### src/hdl/rrd_sqrt_cell.sv
// One registered step of a digit-by-digit integer square root: takes two
// radicand bits and produces one root bit. Sideband bits ride along.
// No package dependency.
`default_nettype none

module rrd_sqrt_cell #(
    parameter int W    = 64,
    parameter int SB_W = 1
) (
    input  logic              i_clk,
    input  logic              i_en,
    input  logic [W-1:0]      i_rad,
    input  logic [W/2+2:0]    i_rem,
    input  logic [W/2-1:0]    i_root,
    input  logic [SB_W-1:0]   i_sb,
    output logic [W-1:0]      o_rad,
    output logic [W/2+2:0]    o_rem,
    output logic [W/2-1:0]    o_root,
    output logic [SB_W-1:0]   o_sb
);
    localparam int HW = W / 2;
    localparam int RW = HW + 3;

    logic [RW-1:0] w_rem2;
    logic [RW-1:0] w_trial;
    logic [RW-1:0] n_rem;
    logic [HW-1:0] n_root;
    logic [W-1:0]  r_rad;
    logic [RW-1:0] r_rem;
    logic [HW-1:0] r_root;
    logic [SB_W-1:0] r_sb;

    always_comb begin
        w_rem2  = {i_rem[RW-3:0], i_rad[W-1:W-2]};
        w_trial = {1'b0, i_root, 2'b01};
        if (w_rem2 >= w_trial) begin
            n_rem  = w_rem2 - w_trial;
            n_root = {i_root[HW-2:0], 1'b1};
        end else begin
            n_rem  = w_rem2;
            n_root = {i_root[HW-2:0], 1'b0};
        end
    end

    always_ff @(posedge i_clk) begin
        if (i_en) begin
            r_rad  <= {i_rad[W-3:0], 2'b00};
            r_rem  <= n_rem;
            r_root <= n_root;
            r_sb   <= i_sb;
        end
    end

    assign o_rad  = r_rad;
    assign o_rem  = r_rem;
    assign o_root = r_root;
    assign o_sb   = r_sb;

endmodule

`default_nettype wire

### config.mk
export PLATFORM = sky130hd
export DESIGN_NAME = rrd_sqrt_cell
export DESIGN_NICKNAME = d
export VERILOG_FILES = /design/src/hdl/rrd_sqrt_cell.sv
export SDC_FILE = /design/constraint.sdc
export NUM_CORES = 1
export LEC_CHECK = 0
export ABC_AREA = 1
export ABC_CLOCK_PERIOD_IN_PS = 4120
export BUFFER_PORTS_ARGS = -buffer_cell sky130_fd_sc_hd__buf_2
export CAP_MARGIN = 0
export CELL_PAD_IN_SITES_DETAIL_PLACEMENT = 1
export CELL_PAD_IN_SITES_GLOBAL_PLACEMENT = 1
export CORE_MARGIN = 4
export CORE_UTILIZATION = 40
export CTS_BUF_LIST = sky130_fd_sc_hd__clkbuf_8
export DETAILED_ROUTE_END_ITERATION = 6
export PLACE_DENSITY_LB_ADDON = 0.1
export SKIP_LAST_GASP = 1
export SYNTH_ARGS = -nofsm -noshare
export SYNTH_HDL_FRONTEND = slang
export SYNTH_SLANG_ARGS = --single-unit
### constraint.sdc
create_clock -name i_clk -period 4.12 [get_ports i_clk]
set_clock_uncertainty 0.2 [all_clocks]
set_input_delay 0.824 -clock i_clk [delete_from_list [all_inputs] [get_ports i_clk]]
set_output_delay 0.824 -clock i_clk [all_outputs]
set_load 0.1 [all_outputs]
==> reports/qor.yml, run 1 <==
area.growth.synth_to_final_pct: 27.9
report.final.setup_viol: 0
final_layout_size_suffix_gt1_frac: 0.289
post_drt_via_cell_ratio: 4.73
setup_tns_ns: 0
wire_length_of_the_first_global_routing_pass_mm: 35.0
synth_largest_area_cell: "sky130_fd_sc_hd__edfxtp_1"
post-route-period-util: 0.676
power_frac_comb: 0.368
floorplan.die_area_um2: 19800
post-cts-setup-buffers: 0
postRouteAntennaNets: 0
worst_setup_path_startpoint: "i_root[7]"
max_stage_delay_ns: 0.35
antenna_violations_before_repair: 1
cpLargestDelayFamily: "simple AND/OR/NAND/NOR gates"
power.density_nw_per_um2: 498
maxSlewHeadroom: 0.480
max_cap_violations: 0
placed_cells: 1272
switching_share_of_power: 0.443
cts_tree: "yes"
synth.lib_cells_used.distinct: 29
detailedRoute.firstIterationViolations: 304
ys_seq_elements: 130
final_hold_viol_count: 0
fin_hold_ws_ns: 0.339
maxClockFrequency_mhz: 359
criticalPathCategory: "input port to flop"
final_net_count: 1234
yosys-top-cells-area: "sky130_fd_sc_hd__edfxtp_1 55%, sky130_fd_sc_hd__nand2_1 16%, sky130_fd_sc_hd__inv_1 6.6%"
min_path_type: "input port to flop"
synth_warnings: 0
cp-end-kind: "flop"
instance_count_on_the_critical_path: 13
die_y_um: 141
crit_path_max_fanout: 21
postSynthCellCount: 791
gp_congestion: 0.847
finalCriticalPeriod_ns: 2.78
core_area_um2: 17300
post_drt_wl_per_cell_um: 17.3
via_count_of_the_first_global_routing_pass: 6494
first_pass_iters: 5
cts_buffers: 17
layoutNonFillerInstCount: 1303
final.setup.worst_slack_ns: 1.34
internal_pwr_total_mw: 2.50
timing_max_transition_violations_final: 0
initial_core_utilization: 0.407
dpl.hpwl_mm: 17.8
cts-hold-fix-buffers: 0
p_clk_frac: 0.266
endpoint: "o_rem[1]"
grt_setup_unrepaired: "false"
dp_worst_setup_slack_ns: 0.847
async_reset_ff_frac: 0
power.switching_mw: 1.99
clock_transition_at_the_registers_of_the_reported_paths_ns: 0.08
finish.instance_area_um2: 9000
syn_avg_cell_area_um2: 8.90
remaining_drc_errors: 0
resized_after_cts: 0
sequential_fraction_of_the_synthesis_area: 0.555
grt_overflow_total: 0
cts_num_sinks: 130
grtUsageTotal: 0.227
cts.path.max_buffers: 2
fp-row-count: 48
mappedNetlistArea_um2: 7040
synth_edf_count: 130
grt_max_degree: 78
post_dp_cell_area_um2: 8590
clockRootBuffer: "sky130_fd_sc_hd__clkbuf_8"
worstMarginPinSlew_ns: 0.780
cp.buffers_inverters: 4
seq_power_share: 0.366
status: "complete, no violations"
port_buffers: 261
series_of_cell_instances_along_the_critical_path: "buf_2, inv_1, ha_1, nand2_1, inv_1, nand2_1, nor3_1, nand3b_1, nor2_1, nor2_2, nand2_4, buf_4, o21ai_0"
detail_route.wirelength_mm: 22.5
via_count: 6169
cp-start-kind: "input port"
crit_arrival_ns: 2.79
io_pins: 266
worstPathRequired_ns: 4.12
diodes: 0
yosys_most_used_dff: "sky130_fd_sc_hd__edfxtp_1"
critical-path-slowest-cell: "sky130_fd_sc_hd__ha_1"
leakagePower_nw: 4.60
synth.top_cell.area_share: 0.555
htreeDepth: 4
die_x_um: 141
vdd_ir_drop_max_mv: 0.236
-- layout by cell type, fill, tap and decap left out, types with 3 or more instances in the layout --
master,synthesis,layout
sky130_fd_sc_hd__nand2_1,306,306
sky130_fd_sc_hd__nor2_1,58,58
sky130_fd_sc_hd__inv_1,123,123
sky130_fd_sc_hd__inv_6,0,4
sky130_fd_sc_hd__nand3_1,33,33
sky130_fd_sc_hd__nand3b_1,10,10
sky130_fd_sc_hd__inv_2,5,5
sky130_fd_sc_hd__edfxtp_1,130,130
sky130_fd_sc_hd__nor2_2,3,3
sky130_fd_sc_hd__clkbuf_8,0,17
sky130_fd_sc_hd__nand4_1,4,4
sky130_fd_sc_hd__buf_2,0,260
sky130_fd_sc_hd__bufinv_16,0,3
sky130_fd_sc_hd__ha_1,34,34
sky130_fd_sc_hd__clkinv_4,0,3
sky130_fd_sc_hd__nor3_1,9,9
sky130_fd_sc_hd__xor2_1,16,16
sky130_fd_sc_hd__o21ai_0,6,6
sky130_fd_sc_hd__a21oi_1,25,25
-- metal layers --
layer  track usage  part of all wire  vias up
met5             0           0.00058        -
li1              -                 -     3078
met1         0.277              0.42     2862
met3        0.0597             0.063       30
met2         0.398              0.50      197
met4        0.0622             0.016        2
-- cell type report --
type	count	area, µm²
fill	2189	8290
clock buffer	17	234
multi-input combinational	524	2570
tap	225	282
inverter	130	490
timing repair buffer	263	1340
sequential	130	3900
clock inverter	14	180
-- worst min path at each step --
stage	start	end	slack (ns)	cells after the start
finish	i_rad[38]	o_rad[40]	0.34	1
global route	i_rad[21]	o_rad[23]	0.30	1
CTS	i_rad[56]	o_rad[58]	0.30	1
detailed placement	i_rad[21]	o_rad[23]	0.80	1
global placement	i_rad[32]	o_rad[34]	0.80	1
floorplan	i_rad[8]	o_rad[10]	0.72	0
-- kinds of logic after synthesis --
group	after synthesis	synth area share
buf+inv	138	0.0804
fa+ha+maj	34	0.0604
simple gates	430	0.250
xor+xnor	18	0.0224
flops	130	0.555
other cells	1	0.000533
compound gates	40	0.0316
-- metrics by stage --
step / power [mW] / utilization
floorplan: 2.98 / -
global placement: 3.30 / 0.497
detailed placement: 3.33 / 0.497
CTS: 4.53 / 0.520
global route: 4.69 / 0.520
finish: 4.49 / 0.520
-- flip-flops by register name (all words and copies together), names as in the netlist --
register,count
o_root,32
o_rem,35
o_rad,62
o_sb,1
-- synthesized netlist by cell type, types with 2 or more instances --
cell type                    n
sky130_fd_sc_hd__nand2_1   306
sky130_fd_sc_hd__edfxtp_1  130
sky130_fd_sc_hd__inv_1     123
sky130_fd_sc_hd__nor2_1     58
sky130_fd_sc_hd__ha_1       34
sky130_fd_sc_hd__nand3_1    33
sky130_fd_sc_hd__a21oi_1    25
sky130_fd_sc_hd__xor2_1     16
sky130_fd_sc_hd__nand3b_1   10
sky130_fd_sc_hd__nor3_1      9
sky130_fd_sc_hd__o21ai_0     6
sky130_fd_sc_hd__inv_2       5
sky130_fd_sc_hd__buf_4       4
sky130_fd_sc_hd__buf_6       4
sky130_fd_sc_hd__nand4_1     4
sky130_fd_sc_hd__nor2_2      3
sky130_fd_sc_hd__a21o_1      2
sky130_fd_sc_hd__a21oi_2     2
sky130_fd_sc_hd__nand2_2     2
sky130_fd_sc_hd__nand3_2     2
sky130_fd_sc_hd__nor3_2      2
sky130_fd_sc_hd__o21a_1      2
sky130_fd_sc_hd__o21bai_1    2
sky130_fd_sc_hd__xnor2_1     2
-- power by group through the flow --
stage	clock network, mW	registers [mW]	logic, mW
2_1_floorplan	0	2.61	0.371
3_3_place_gp	0	1.66	1.64
3_5_place_dp	0	1.67	1.66
4_1_cts	1.22	1.65	1.66
5_1_grt	1.29	1.66	1.75
6_report	1.19	1.64	1.65
No activity file was read; power rests on OpenSTA's default activity.
==> run 2, diff against run 1 <==
--- a/config.mk
+++ b/config.mk
@@ -6,13 +6,13 @@
 export NUM_CORES = 1
 export LEC_CHECK = 0
 export ABC_AREA = 1
-export ABC_CLOCK_PERIOD_IN_PS = 4120
+export ABC_CLOCK_PERIOD_IN_PS = 2790
 export BUFFER_PORTS_ARGS = -buffer_cell sky130_fd_sc_hd__buf_2
 export CAP_MARGIN = 0
 export CELL_PAD_IN_SITES_DETAIL_PLACEMENT = 1
 export CELL_PAD_IN_SITES_GLOBAL_PLACEMENT = 1
 export CORE_MARGIN = 4
-export CORE_UTILIZATION = 40
+export CORE_UTILIZATION = 37
 export CTS_BUF_LIST = sky130_fd_sc_hd__clkbuf_8
 export DETAILED_ROUTE_END_ITERATION = 6
 export PLACE_DENSITY_LB_ADDON = 0.1
==> constraint.sdc (replaced) <==
create_clock -name i_clk -period 2.79 [get_ports i_clk]
set_clock_uncertainty 0.2 [all_clocks]
set_input_delay 0.558 -clock i_clk [delete_from_list [all_inputs] [get_ports i_clk]]
set_output_delay 0.558 -clock i_clk [all_outputs]
set_load 0.1 [all_outputs]
==> reports/qor.yml, run 2 (synthesis results as in run 1) <==
post-route-period-util: 0.833
antenna_violations_before_repair: 0  # was 1
cts.path.max_buffers: 2  # unchanged
placed_cells: 1316  # was 1272
area.growth.synth_to_final_pct: 32.2  # was 27.9%
clockRootBuffer: "sky130_fd_sc_hd__clkbuf_8"  # unchanged
cts_num_sinks: 130  # unchanged
max_cap_violations: 0  # unchanged
remaining_drc_errors: 0  # unchanged
critical-path-slowest-cell: "sky130_fd_sc_hd__ha_1"  # unchanged
power.density_nw_per_um2: 711  # was 498 nW/µm²
setup_tns_ns: 0  # unchanged
grtUsageTotal: 0.211  # was 0.227
multi_input_comb_area_um2: 2570  # unchanged
crit_path_max_fanout: 5  # was 21
clock_transition_at_the_registers_of_the_reported_paths_ns: 0.09  # was 0.08 ns
wire_length_of_the_first_global_routing_pass_mm: 35.5  # was 35.0 mm
maxClockFrequency_mhz: 430
core_utilization_of_the_finished_layout: 0.497  # was 0.520
layout_common_cells: "306 x sky130_fd_sc_hd__nand2_1, 260 x sky130_fd_sc_hd__buf_2, 130 x sky130_fd_sc_hd__edfxtp_1, 123 x sky130_fd_sc_hd__inv_1, 58 x sky130_fd_sc_hd__nor2_1"  # unchanged
final.setup.worst_slack_ns: 0.466  # was 1.34 ns
cp.buffers_inverters: 4  # unchanged
htreeDepth: 4  # unchanged
critical-path-top-cell-by-count: "sky130_fd_sc_hd__nand2_1"
report.final.setup_viol: 0  # unchanged
detail_route.wirelength_mm: 22.2  # was 22.5 mm
via_count_of_the_first_global_routing_pass: 6528  # was 6494
min_path_type: "input port to flop"  # unchanged
final_common_cell: "sky130_fd_sc_hd__nand2_1"  # unchanged
die_y_um: 146  # was 141 µm
finish.instance_area_um2: 9300  # was 9000 µm²
final_layout_size_suffix_gt1_frac: 0.311  # was 0.289
series_of_cell_instances_along_the_critical_path: "buf_2, inv_1, ha_1, buf_4, nand2_1, inv_1, a21oi_1, nand3_1, nand2_1, nand2_1, nand2_1, nand3_1, nand3_1, nand2_1"  # was buf_2, inv_1, ha_1, nand2_1, inv_1, nand2_1, nor3_1, nand3b_1, nor2_1, nor2_2, nand2_4, buf_4, o21ai_0
gp_congestion: 0.875  # was 0.847
worstMarginPinSlew_ns: 0.527  # was 0.780 ns
worstPathRequired_ns: 2.81  # was 4.12 ns
filler_cell_count: 2300  # was 2189
cpLargestDelayFamily: "simple AND/OR/NAND/NOR gates"  # unchanged
io_pins: 266  # unchanged
grt_max_degree: 55  # was 78
crit_arrival_ns: 2.35  # was 2.79 ns
cts_tree: "yes"  # unchanged
resized_after_cts: 0  # unchanged
dp_worst_setup_slack_ns: 0.00325  # was 0.847 ns
max_stage_delay_ns: 0.28  # was 0.35 ns
post_dp_cell_area_um2: 8900  # was 8590 µm²
first_pass_iters: 5  # unchanged
fin_hold_ws_ns: 0.0678  # was 0.339 ns
cp-start-kind: "input port"  # unchanged
final_hold_viol_count: 0  # unchanged
status: "complete, no violations"  # unchanged
post-cts-setup-buffers: 0  # unchanged
via_count: 6256  # was 6169
leakagePower_nw: 4.77  # was 4.60 nW
core_area_um2: 18700  # was 17300 µm²
grt_overflow_total: 0  # unchanged
layoutNonFillerInstCount: 1349  # was 1303
register_area_um2: 3900  # unchanged
detailedRoute.firstIterationViolations: 232  # was 304
dpl.hpwl_mm: 18.3  # was 17.8 mm
largest_reg_flops: 62  # unchanged
timing_max_transition_violations_final: 0  # unchanged
post-layout-total-power_mw: 6.61  # was 4.49 mW
cts-hold-fix-buffers: 0  # unchanged
grt_setup_unrepaired: "false"  # unchanged
postRouteAntennaNets: 0  # unchanged
floorplan.die_area_um2: 21300  # was 19800 µm²
maxSlewHeadroom: 0.651  # was 0.480
port_buffers: 261  # unchanged
criticalPathCategory: "input port to flop"  # unchanged
final_net_count: 1269  # was 1234
initial_core_utilization: 0.376  # was 0.407
cp-end-kind: "flop"  # unchanged
die_x_um: 146  # was 141 µm
cts_buffers: 17  # unchanged
post_drt_via_cell_ratio: 4.64  # was 4.73
fp-row-count: 50  # was 48
vdd_ir_drop_max_mv: 0.326  # was 0.236 mV
finalCriticalPeriod_ns: 2.32
post_drt_wl_per_cell_um: 16.4  # was 17.3 µm
run 2: cell types whose count changed in the layout (fill, tap and decap cells not counted):
cell                         change
sky130_fd_sc_hd__buf_12          +3
sky130_fd_sc_hd__bufinv_16       -1
sky130_fd_sc_hd__inv_6           +3
sky130_fd_sc_hd__buf_4          +32
sky130_fd_sc_hd__clkinvlp_4      +2
sky130_fd_sc_hd__clkinv_1        +1
sky130_fd_sc_hd__diode_2         +1
sky130_fd_sc_hd__clkinv_4        -2
sky130_fd_sc_hd__clkinv_2        -2
run 2: area by class of cell:
cell class              count  area share
diodes                      1    0.000269
clock buffers              17      0.0251
clock inverters            15      0.0180
inverters                 130      0.0527
multi-input cells         524       0.276
flip-flops and latches    130       0.420
well taps                 234      0.0315
repair buffers            298       0.176
run 2: final timing paths:
check	slack, ns	from	cells past startpoint	end
max	0.47	i_root[6]	14	o_rem[33]
min	0.07	i_rad[59]	1	o_rad[61]
run 2: metal layers:
layer	routed length, µm	GRT usage
met5	0	0
met4	374	0.0674
met3	1270	0.0427
met2	10800	0.367
met1	9710	0.263
run 2: power breakdown:
group	internal [mW]	switching, mW
Combinational	0.480	2.02
Sequential	2.38	0.0455
Clock	0.817	0.873
==> run 3, diff against run 2 <==
--- a/config.mk
+++ b/config.mk
@@ -6,13 +6,13 @@
 export NUM_CORES = 1
 export LEC_CHECK = 0
 export ABC_AREA = 1
-export ABC_CLOCK_PERIOD_IN_PS = 2790
+export ABC_CLOCK_PERIOD_IN_PS = 1900
 export BUFFER_PORTS_ARGS = -buffer_cell sky130_fd_sc_hd__buf_2
 export CAP_MARGIN = 0
 export CELL_PAD_IN_SITES_DETAIL_PLACEMENT = 1
 export CELL_PAD_IN_SITES_GLOBAL_PLACEMENT = 1
 export CORE_MARGIN = 4
-export CORE_UTILIZATION = 37
+export CORE_UTILIZATION = 34
 export CTS_BUF_LIST = sky130_fd_sc_hd__clkbuf_8
 export DETAILED_ROUTE_END_ITERATION = 6
 export PLACE_DENSITY_LB_ADDON = 0.1
==> constraint.sdc (replaced) <==
create_clock -name i_clk -period 1.9 [get_ports i_clk]
set_clock_uncertainty 0.2 [all_clocks]
set_input_delay 0.38 -clock i_clk [delete_from_list [all_inputs] [get_ports i_clk]]
set_output_delay 0.38 -clock i_clk [all_outputs]
set_load 0.1 [all_outputs]
==> reports/qor.yml, run 3 (synthesis results as in run 1) <==
status: "finished with violations"  # was complete, no violations
failed_checks: "negative setup slack"
filler_cell_count: 2350  # was 2300
max_cap_violations: 0  # unchanged
crit_path_max_fanout: 8  # was 5
core_utilization_of_the_finished_layout: 0.615  # was 0.497
area.growth.synth_to_final_pct: 77.4  # was 32.2%
cts.path.max_buffers: 2  # unchanged
floorplan.die_area_um2: 23100  # was 21300 µm²
final_layout_size_suffix_gt1_frac: 0.498  # was 0.311
clock_transition_at_the_registers_of_the_reported_paths_ns: 0.09  # about the same
diodes: 0  # was 1
wire_length_of_the_first_global_routing_pass_mm: 43.0  # was 35.5 mm
dpl.hpwl_mm: 19.0  # was 18.3 mm
finish.instance_area_um2: 12500  # was 9300 µm²
finalCriticalPeriod_ns: 1.97
via_count: 7384  # was 6256
postRouteAntennaNets: 0  # unchanged
critical-path-slowest-cell: "sky130_fd_sc_hd__ha_4"  # was sky130_fd_sc_hd__ha_1
post-route-period-util: 1.04
leakagePower_nw: 5.99  # was 4.77 nW
critical-path-top-cell-by-count: "sky130_fd_sc_hd__buf_6"  # was sky130_fd_sc_hd__nand2_1
final.setup.worst_slack_ns: -0.0731  # was 0.466 ns
remaining_drc_errors: 0  # unchanged
die_y_um: 152  # was 146 µm
final_net_count: 1470  # was 1269
final_hold_viol_count: 0  # unchanged
die_x_um: 152  # was 146 µm
core_area_um2: 20300  # was 18700 µm²
report.final.setup_viol: 29  # was 0
detail_route.wirelength_mm: 29.5  # was 22.2 mm
grt_max_degree: 44  # was 55
port_buffers: 261  # unchanged
fp-row-count: 52  # was 50
grtUsageTotal: 0.237  # was 0.211
layout_common_cells: "231 x sky130_fd_sc_hd__buf_2, 217 x sky130_fd_sc_hd__nand2_1, 130 x sky130_fd_sc_hd__edfxtp_1, 127 x sky130_fd_sc_hd__buf_4, 100 x sky130_fd_sc_hd__dlygate4sd3_1"  # was 306 x sky130_fd_sc_hd__nand2_1, 260 x sky130_fd_sc_hd__buf_2, 130 x sky130_fd_sc_hd__edfxtp_1, 123 x sky130_fd_sc_hd__inv_1, 58 x sky130_fd_sc_hd__nor2_1
first_pass_iters: 4  # was 5
cp-start-kind: "input port"  # unchanged
min_path_type: "input port to flop"  # unchanged
cts_buffers: 17  # unchanged
fin_hold_ws_ns: 0.0320  # was 0.0678 ns
post_drt_wl_per_cell_um: 18.6  # was 16.4 µm
cp-end-kind: "flop"  # unchanged
via_count_of_the_first_global_routing_pass: 7783  # was 6528
initial_core_utilization: 0.347  # was 0.376
crit_arrival_ns: 1.99  # was 2.35 ns
series_of_cell_instances_along_the_critical_path: "buf_6, inv_4, ha_4, buf_6, nand2_4, nor2_4, inv_2, nor3_4, buf_6, nand3_4, nand2_8, buf_12, inv_16, nand2_4, nand2_2"  # was buf_2, inv_1, ha_1, buf_4, nand2_1, inv_1, a21oi_1, nand3_1, nand2_1, nand2_1, nand2_1, nand3_1, nand3_1, nand2_1
largest_reg_flops: 62  # unchanged
io_pins: 266  # unchanged
maxSlewHeadroom: 0.636  # was 0.651
criticalPathCategory: "input port to flop"  # unchanged
final_common_cell: "sky130_fd_sc_hd__buf_2"  # was sky130_fd_sc_hd__nand2_1
cts_num_sinks: 130  # unchanged
worstMarginPinSlew_ns: 0.549  # was 0.527 ns
multi_input_comb_area_um2: 3660  # was 2570 µm²
timing_max_transition_violations_final: 0  # unchanged
worstPathRequired_ns: 1.92  # was 2.81 ns
power.density_nw_per_um2: 861  # was 711 nW/µm²
antenna_violations_before_repair: 1  # was 0
detailedRoute.firstIterationViolations: 309  # was 232
clockRootBuffer: "sky130_fd_sc_hd__clkbuf_8"  # unchanged
gp_congestion: 0.866  # was 0.875
vdd_ir_drop_max_mv: 0.429  # was 0.326 mV
maxClockFrequency_mhz: 507
register_area_um2: 3900  # unchanged
grt_setup_unrepaired: "true"  # was false
grt_overflow_total: 0  # unchanged
post_dp_cell_area_um2: 9860  # was 8900 µm²
htreeDepth: 4  # unchanged
cts_tree: "yes"  # unchanged
max_stage_delay_ns: 0.27  # was 0.28 ns
post_drt_via_cell_ratio: 4.66  # was 4.64
run 3: changes by cell type in the layout (fill, tap and decap cells not counted), moves of 17 or more:
cell and delta:
sky130_fd_sc_hd__dlygate4sd3_1 +100, sky130_fd_sc_hd__buf_2 -29, sky130_fd_sc_hd__nand2_2 +56, sky130_fd_sc_hd__inv_1 -30, sky130_fd_sc_hd__buf_4 +94, sky130_fd_sc_hd__buf_6 +19
sky130_fd_sc_hd__nand2_1 -89, sky130_fd_sc_hd__ha_4 +31, sky130_fd_sc_hd__ha_1 -32, sky130_fd_sc_hd__nand2_4 +32, sky130_fd_sc_hd__inv_2 +17
run 3: metal layers:
layer,part of all wire,up-vias,track usage
li1,-,3556,-
met1,0.40,3556,0.280
met2,0.53,230,0.428
met3,0.051,40,0.0555
met4,0.022,2,0.0715
met5,0.00058,-,0
run 3: where the power goes:
| group | total (mW) | switching (mW) | leakage (nW) | internal [mW] |
|---|---|---|---|---|
| sequential | 3.58 | 0.0823 | 1.27 | 3.49 |
| clock | 2.45 | 1.38 | 0.186 | 1.07 |
| combinational | 4.73 | 3.41 | 4.53 | 1.32 |
| total | 10.8 | 4.87 | 5.99 | 5.89 |
run 3: through the flow:
stage / TNS, ns / cells / total power, mW / setup slack (ns)
after floorplan: -6.84 / 792 / 6.57 / -0.215
after global placement: -22.30 / 1422 / 7.57 / -0.648
after detailed placement: -23.64 / 1422 / 7.63 / -0.699
after CTS: -0.429 / 1570 / 10.4 / -0.0600
after global routing: -3.17 / 1585 / 11.2 / -0.151
final: -1.04 / 1585 / 10.8 / -0.0731
run 3: worst max-delay path, delay by kind of cell:
kind	cells	cell delay [ns]
adder cells (fa/ha/maj)	1	0.27
AND/OR/NAND/NOR	7	0.68
buffers and inverters	7	0.63
run 3: final cells by class:
class / instances / share of cell area
Sequential cell: 130 / 0.313
Multi-Input combinational cell: 524 / 0.293
Clock buffer: 17 / 0.0187
Timing Repair Buffer: 496 / 0.290
Timing Repair inverter: 3 / 0.00271
Clock inverter: 15 / 0.0118
Tap cell: 270 / 0.0271
Inverter: 130 / 0.0441
run 3: final timing paths:
path	start	end	slack [ns]	cells after the start
setup / recovery	i_root[26]	o_rem[18]	-0.07	15
hold / removal	i_rem[3]	o_rem[5]	0.03	3
run 3: timing repair:
item / in CTS / in global routing
gates resized for setup: 85 / 192
pin swaps: 20 / 73
endpoints found under the hold margin: 98 / 2
gates cloned: 3 / 2
setup endpoints to repair: 35 / 40
hold buffers: 98 / 2
buffers inserted: 15 / 11
